===== config.mk =====
export PLATFORM = sky130hd
export DESIGN_NAME = gkde_ram
export DESIGN_NICKNAME = d
export VERILOG_FILES = /design/src/design/gkde_ram.sv
export SDC_FILE = /design/constraint.sdc
export NUM_CORES = 1
export LEC_CHECK = 0
export BUFFER_PORTS_ARGS = -buffer_cell sky130_fd_sc_hd__buf_2
export CORE_MARGIN = 1
export CORE_UTILIZATION = 65
export CTS_CLUSTER_DIAMETER = 50
export DETAILED_ROUTE_END_ITERATION = 12
export PLACE_DENSITY_LB_ADDON = 0.05
export SYNTH_ARGS = -nofsm -noshare
export SYNTH_HDL_FRONTEND = slang
export SYNTH_SLANG_ARGS = --single-unit

===== constraint.sdc =====
create_clock -name clk -period 4 [get_ports clk]
set_input_delay 0.8 -clock clk [delete_from_list [all_inputs] [get_ports clk]]
set_output_delay 0.8 -clock clk [all_outputs]
set_load 0.01 [all_outputs]

===== src/design/gkde_ram.sv =====
module gkde_ram #(
	parameter int WIDTH = 8,
	parameter int DEPTH = 16
) (
	input  logic                                  clk,
	input  logic                                  we,
	input  logic [(DEPTH > 1 ? $clog2(DEPTH) : 1)-1:0] waddr,
	input  logic [WIDTH-1:0]                      wdata,
	input  logic [(DEPTH > 1 ? $clog2(DEPTH) : 1)-1:0] raddr,
	output logic [WIDTH-1:0]                      rdata
);
	logic [WIDTH-1:0] mem [DEPTH];

	always_ff @(posedge clk) begin
		if (we) begin
			mem[waddr] <= wdata;
		end
		rdata <= mem[raddr];
	end
endmodule


# Word-level counts from Yosys, hierarchy flattened
# Memories as Yosys holds them, arrays and structs flattened. A register that Yosys moved wholly into a read port is not among the register bits.
# Index checks and enable logic that the tools add are counted.
# Widths: inputs -> output; s select.
[totals]
ff_bits = 0
latchBits = 0
ram_bits = 128
mem_bits_ro = 0
inputBits = 18
out_inout_bits = 8
word_cells = 3
mem_count = 1
[memory_table]
columns = ["name", "words", "width", "rd", "rd_clocked_by_memory_dff", "write_ports", "line_no", "rtl"]
rows = [
  ["mem", 16, 8, 1, 1, 1, "12", "logic [WIDTH-1:0] mem [DEPTH];"],
]
[classes]
add_sub_neg = 0
mul = 0
n_div = 0
magnitude_cmp = 0
n_eq_ne = 0
shift = 0
mux = 2
bitwise_logic = 0
reduce_logical = 0
[op_table]
columns = ["cell", "n"]
rows = [
  ["$mux 1", 2],
]

# Logic depth before layout (Yosys ltp)
# Gate-level depths: netlist (run 1).
[depth]
word_depth = 2
ltp_mapped = 5
ltp_nobuf = 3

# Least setup slack after synthesis (run 1)
# Ideal clock, no wire load.
[synth_timing]
kind = "input -> register"
from = "input waddr[2] in the netlist's numbering"
to = "memory mem[0][0], enable pin"
setup_time_ns = 0.383
t_arrival_ns = 1.910
required_ns = 3.617
path_slack_ns = 1.707
path_stages = 2
path_buffers = 0
cell_sequence = "or3b_2 nor3_1"
[synth_lines]
columns = ["item", "line_no", "rtl"]
rows = [
  ["from (decl)", "7", "input logic [(DEPTH > 1 ? $clog2(DEPTH) : 1)-1:0] waddr,"],
  ["to (decl)", "12", ""],
]
# Straight into the memory's write port.

==> results.py, run 1 <==
metrics = {
    "worst_setup_path": {
        "critPathArrivalTime_ps": 2620,
        "rr_worst_depth": 3,
        "cp-start-kind": "primary input",
        "regToRegEndpoint": "rdata[1]$_DFF_P_",
        "crit_fanout": 18,
        "worstPathRequired_ps": 4400,
        "regToRegStartpoint": "mem[1][1]$_DFFE_PP_",
        "path_class": "in2reg",
        "cp-end-kind": "flop",
        "r2r_slack_ps": 2570,
    },
    "clocking": {
        "cts_sinks": 136,
        "clk_pin_slew_ps": 60,
        "clock_path_buffers": 2,
        "htree_levels": 4,
        "cts_tree": "built",
        "root_buffer": "clkbuf_8",
        "cts_made_buffers": 17,
        "ctsResizeCount": 0,
        "clock_latency_ps": 520,
        "post_cts.repair.setup_buffers": 0,
        "cts_hold_buf": 0,
    },
    "drt": {
        "vias": 2495,
        "drc_errors": 0,
        "wl_um": 9950,
        "ant_nets": 0,
        "viasPerCell": 6.50,
        "drt_iter0_drc": 278,
        "firstDrtPassIters": 5,
        "wl_per_cell_um": 25.9,
    },
    "place": {
        "place_ws_ps": 1250,
        "io_buffers": 25,
        "place_inst": 352,
        "place.gp.congestion": 0.805,
        "dp_hpwl_um": 5970,
    },
    "logic_synthesis": {
        "yosysMostFrequentCell": "edfxtp_1",
        "syn_area_um2": 5150,
        "synth.ff_latch_count": 136,
        "synthTopCellsByCount": "edfxtp_1, mux4_2, a22oi_1, mux4_1, nor2_1",
        "postSynthCellCount": 229,
        "synth.distinct_cells": 19,
        "synthesis.nets": 247,
        "synthArstFlopShare_pct": 0,
        "synth_top_area_cell": "edfxtp_1",
        "synthFlopType": "edfxtp_1",
        "syn_area_per_cell_um2": 22.5,
        "yosysTopAreaCellShare_pct": 74.7,
        "yosys_warnings": 0,
        "synth_edf_count": 128,
        "yosys-top-cells-area": "edfxtp_1, mux4_2, mux4_1",
        "ys_seq_area_share_pct": 77.8,
    },
    "sta": {
        "rsz0062_at_grt": "false",
        "slew_violations": 0,
        "hold_viol_final": 0,
        "fmax_ghz": 0.451,
        "tns_ps": 0,
        "period_needed_ps": 2220,
        "slew_headroom_pct": 44.0,
        "finalWorstSetupSlack_ps": 1780,
        "min_period_over_period_pct": 55.5,
        "worst_clock_skew_ps": 4.18,
        "tightest_slew_ps": 840,
        "setup_viol": 0,
    },
    "pwr": {
        "p_seq_share_pct": 48.1,
        "switchingPower_uw": 658,
        "intPower_mw": 2.68,
        "p_comb_share_pct": 4.5,
        "swShare_pct": 19.7,
        "p_per_area_nw_per_um2": 559,
        "peakVddDrop_v": 0.000460,
        "leakage_nw": 2.02,
        "clkPwrFrac_pct": 47.4,
    },
    "floorplanning": {
        "fp-row-count": 32,
        "core-area_um2": 7690,
        "initial_core_util_pct": 67.0,
        "die_area_um2": 8280,
        "ios": 26,
        "die_h_um": 91.0,
        "die_w_um": 91.0,
    },
    "run_status": {
        "status": "finished clean",
    },
    "final_layout": {
        "synthToLayoutAreaGrowth_pct": 16.0,
        "drive_gt1_share_pct": 28.4,
        "final_nets": 287,
        "final-instance-count-excl-fill": 384,
        "antenna_cells": 0,
    },
    "grt": {
        "grt.total_usage_pct": 26.6,
        "grt_pass1_wl_um": 14800,
        "grt_pass1_vias": 2420,
        "grt_max_degree": 33,
        "antenna_found_initial": 0,
        "grt_overflow": 0,
    },
    "run": {
        "drv_cap": 0,
    },
    "worst_hold_path": {
        "holdPathStages": 3,
        "worstHoldStart": "mem[6][4]$_DFFE_PP_",
        "hold_path.class": "reg2reg",
        "min_to": "rdata[4]$_DFF_P_",
    },
}
## power groups by stage
stage                     sequential (mW)  clock [mW]  combinational, mW
after global placement               1.63           0              0.145
after floorplan                      1.63           0             0.0809
after global routing                 1.61        1.65              0.159
after CTS                            1.61        1.59              0.150
final                                1.60        1.58              0.150
after detailed placement             1.63           0              0.147
## cell families after synthesis
logic type	after synthesis	share of synthesized area, %
AND/OR/NAND/NOR	35	3.18
AO/OA/AOI/OAI	16	2.33
buffers and inverters	10	1.68
flip-flops	136	77.8
multiplexers	32	15.0
## worst max-delay path, stage by stage
cell	delay [ps]
buf_2	480
buf_4	390
mux4_1	630
a22oi_1	220
nand2_1	90
## through the flow
step | power (mW) | instance area [µm²] | hold slack, ps | utilization (%)
6_report | 3.34 | 5970 | 665 | 77.7
5_1_grt | 3.42 | 5970 | 685 | 77.7
4_1_cts | 3.35 | 5970 | 671 | 77.7
3_5_place_dp | 1.78 | 5360 | 658 | 69.7
3_3_place_gp | 1.78 | 5360 | 657 | 69.7
2_1_floorplan | 1.71 | 5150 | 629 | -
## flip-flops by register name (all words and copies together), names as in the netlist
name   cells
mem      128
rdata      8
## worst max-delay path by stage
stage,startpoint,end,cells past startpoint
5_1_grt,raddr[0],rdata[2]$_DFF_P_,5
4_1_cts,raddr[0],rdata[2]$_DFF_P_,5
2_1_floorplan,waddr[2],mem[0][0]$_DFFE_PP_,2
3_3_place_gp,raddr[0],rdata[2]$_DFF_P_,5
6_report,raddr[0],rdata[2]$_DFF_P_,5
3_5_place_dp,raddr[0],rdata[2]$_DFF_P_,5
## layout make-up
type,instances,area [µm²]
multi-input combinational,83,1060
tap,102,128
clock buffer,20,435
timing repair buffer,31,170
clock inverter,12,178
fill,417,1720
sequential,136,4000
## layout by cell type, fill, tap and decap left out, drive strengths merged
master,n
a22oi,16
and2,1
and2b,1
buf,31
bufinv,4
clkbuf,20
clkinv,7
clkinvlp,1
dfxtp,8
edfxtp,128
mux4,32
nand2,9
nand2b,2
nand3,1
nand3b,2
nor2,13
nor2b,1
nor3,4
or3b,1
## routing by layer
layer | global-route usage [%] | vias to the layer above | wire (µm)
met2 | 39.1 | 165 | 4700
met5 | 0 | - | 0
met3 | 6.53 | 23 | 887
met4 | 8.99 | 0 | 219
li1 | - | 1056 | -
met1 | 40.5 | 1251 | 4150
No activity file was read; power rests on OpenSTA's default activity.
==> run 2, diff against run 1 <==
--- a/config.mk
+++ b/config.mk
@@ -5,9 +5,10 @@
 export SDC_FILE = /design/constraint.sdc
 export NUM_CORES = 1
 export LEC_CHECK = 0
+export ABC_AREA = 1
 export BUFFER_PORTS_ARGS = -buffer_cell sky130_fd_sc_hd__buf_2
 export CORE_MARGIN = 1
-export CORE_UTILIZATION = 65
+export CORE_UTILIZATION = 55
 export CTS_CLUSTER_DIAMETER = 50
 export DETAILED_ROUTE_END_ITERATION = 12
 export PLACE_DENSITY_LB_ADDON = 0.05
==> constraint.sdc (replaced) <==
create_clock -name clk -period 2 [get_ports clk]
set_input_delay 0.4 -clock clk [delete_from_list [all_inputs] [get_ports clk]]
set_output_delay 0.4 -clock clk [all_outputs]
set_load 0.01 [all_outputs]
==> run 2 against run 1 <==
Cell count rose by 93%. Total power is 100% higher. Global-route usage decreased by 0.72 points. Setup slack worse by 1200 ps. Critical path type is now reg2out.
==> results.py, run 2 <==
metrics = {
    "sta": {
        "period_needed_ps": 1420,
        "tns_ps": 0,
        "setup_viol": 0,
        "hold_viol_final": 0,
        "min_period_over_period_pct": 70.8,
        "slew_violations": 0,
        "rsz0062_at_grt": "false",
        "tightest_slew_ps": 633,
        "fmax_ghz": 0.707,
        "slew_headroom_pct": 57.6,
        "worst_clock_skew_ps": 4.21,
    },
    "pwr": {
        "p_per_area_nw_per_um2": 1020,
        "peakVddDrop_v": 0.000523,
        "total_power_mw": 6.79,
        "leakage_nw": 2.91,
    },
    "floorplanning": {
        "core-area_um2": 10200,
        "initial_core_util_pct": 56.4,
        "die_h_um": 104,
        "fp-row-count": 37,
        "ios": 26,
        "die_area_um2": 10900,
        "die_w_um": 104,
    },
    "drt": {
        "drc_errors": 0,
        "firstDrtPassIters": 6,
        "wl_um": 13000,
        "vias": 3838,
        "drt_iter0_drc": 346,
        "wl_per_cell_um": 17.6,
        "viasPerCell": 5.18,
        "ant_nets": 0,
    },
    "clocking": {
        "clock_path_buffers": 2,
        "cts_sinks": 136,
        "cts_tree": "built",
        "clk_pin_slew_ps": 60,
        "post_cts.repair.setup_buffers": 0,
        "cts_hold_buf": 0,
        "htree_levels": 4,
        "root_buffer": "clkbuf_8",
        "cts_made_buffers": 17,
        "ctsResizeCount": 0,
        "clock_latency_ps": 520,
    },
    "worst_setup_path": {
        "critPathMaxStageDelay_ps": 350,
        "path_cells": "buf_2",
        "critical-path-top-delay-family": "flip-flops",
        "cp-start-kind": "flop",
        "cp_slowest_cell": "dfxtp_1",
        "path_buf_inv": 1,
        "worstPathRequired_ps": 1600,
        "crit_fanout": 1,
        "critPathArrivalTime_ps": 1020,
        "cp-end-kind": "output port",
        "path_class": "reg2out",
    },
    "grt": {
        "antenna_found_initial": 0,
        "grt.total_usage_pct": 25.9,
        "grt_pass1_wl_um": 20300,
        "grt_pass1_vias": 3732,
        "grt_overflow": 0,
        "grt_max_degree": 39,
    },
    "logic_synthesis": {
        "postSynthCellCount": 551,
        "synthArstFlopShare_pct": 0,
        "synthesis.nets": 569,
        "synth_top_area_cell": "edfxtp_1",
        "yosysMostFrequentCell": "nand2_1",
        "yosys_warnings": 0,
        "yosysTopAreaCellShare_pct": 66.7,
        "yosys-top-cells-area": "edfxtp_1, nand2_1, nand3_1",
        "syn_area_um2": 5770,
        "synthTopCellsByCount": "nand2_1, edfxtp_1, inv_1, nand3_1, nor2_1",
        "synthFlopType": "edfxtp_1",
        "synth.ff_latch_count": 136,
        "ys_seq_area_share_pct": 69.4,
        "synth.distinct_cells": 12,
        "syn_area_per_cell_um2": 10.5,
        "synth_edf_count": 128,
    },
    "final_layout": {
        "reg_top3": "mem x128, rdata x8",
        "antenna_cells": 0,
        "num-fill-cells": 801,
        "largest_reg_flops": 128,
        "drive_gt1_share_pct": 13.2,
        "seq_area_um2": 4000,
        "final_cell_mix": "nand2_1, edfxtp_1, inv_1",
        "multiInputGateArea_um2": 1210,
        "synthToLayoutAreaGrowth_pct": 15.7,
        "final_nets": 610,
        "regMostFlops": "mem",
        "final_common_cell": "nand2_1",
    },
    "place": {
        "io_buffers": 25,
        "dp_hpwl_um": 8010,
        "place.gp.congestion": 0.802,
    },
    "run": {
        "drv_cap": 0,
    },
    "worst_hold_path": {
        "hold_path.class": "in2reg",
    },
    "run_status": {
        "status": "finished clean",
    },
}
[run 2: cell count changes in the layout (fill, tap and decap cells not counted), moves of 14 or more]
| cell | previous run | this run |
|---|---|---|
| mux4_1 | 14 | 0 |
| a22oi_1 | 16 | 0 |
| buf_4 | 6 | 21 |
| nand2_1 | 9 | 173 |
| mux4_2 | 18 | 0 |
| nand3_1 | 1 | 97 |
| inv_1 | 0 | 100 |
[run 2: per-layer routing]
metal	global-route usage, %	wire length (µm)	up-vias
li1	-	-	1861
met1	34.5	5680	1827
met2	41.1	6370	123
met3	5.01	701	27
met4	12.6	288	0
met5	0	0	-
[run 2: cells by family (layout without fill, tap and decap cells)]
logic type / Yosys count / count (layout) / synth area share [%]
flip-flops: 136 / 136 / 69.4
buffers and inverters: 126 / 180 / 9.52
AND/OR/NAND/NOR: 289 / 289 / 21.0
[run 2: power by group]
| group | switching (mW) | total, mW | leakage [nW] | internal (mW) |
|---|---|---|---|---|
| Sequential | 0.0211 | 3.21 | 1.22 | 3.19 |
| Combinational | 0.279 | 0.391 | 1.40 | 0.112 |
| Clock | 1.17 | 3.20 | 0.286 | 2.03 |
| Total | 1.47 | 6.79 | 2.91 | 5.32 |
[run 2: worst register-to-register path, cell delays in order, from the launching register on]
cell and delay, ps:
edfxtp_1 360, inv_1 60, nand2_1 50, nand3_1 120
nand3_1 110, nand3_1 150, nand2_1 80
[run 2: area by class of cell]
class | instances | area share (%)
Inverter | 102 | 5.74
Timing Repair Buffer | 46 | 4.24
Sequential cell | 136 | 60.0
Tap cell | 136 | 2.55
Multi-Input combinational cell | 289 | 18.2
Clock buffer | 17 | 6.21
Clock inverter | 15 | 3.04
[run 2: worst paths after layout]
check                       start               end  slack (ps)  depth (start not counted)
max              rdata[3]$_DFF_P_          rdata[3]         580                          1
min                      raddr[3]  rdata[5]$_DFF_P_         240                          3
max reg2reg   mem[2][7]$_DFFE_PP_  rdata[7]$_DFF_P_         970                          6
min reg2reg  mem[12][5]$_DFFE_PP_  rdata[5]$_DFF_P_         670                          6
[run 2: through the flow]
step           cell area [µm²]  setup WS, ps  util (%)  cells  hold slack (ps)
6_report                  6670           585      65.2    741              242
2_1_floorplan             5770           649         -    551              499
3_5_place_dp              6050           373      59.2    709              648
4_1_cts                   6670           557      65.2    741              217
3_3_place_gp              6050           381      59.2    709              642
5_1_grt                   6670           557      65.2    741              236
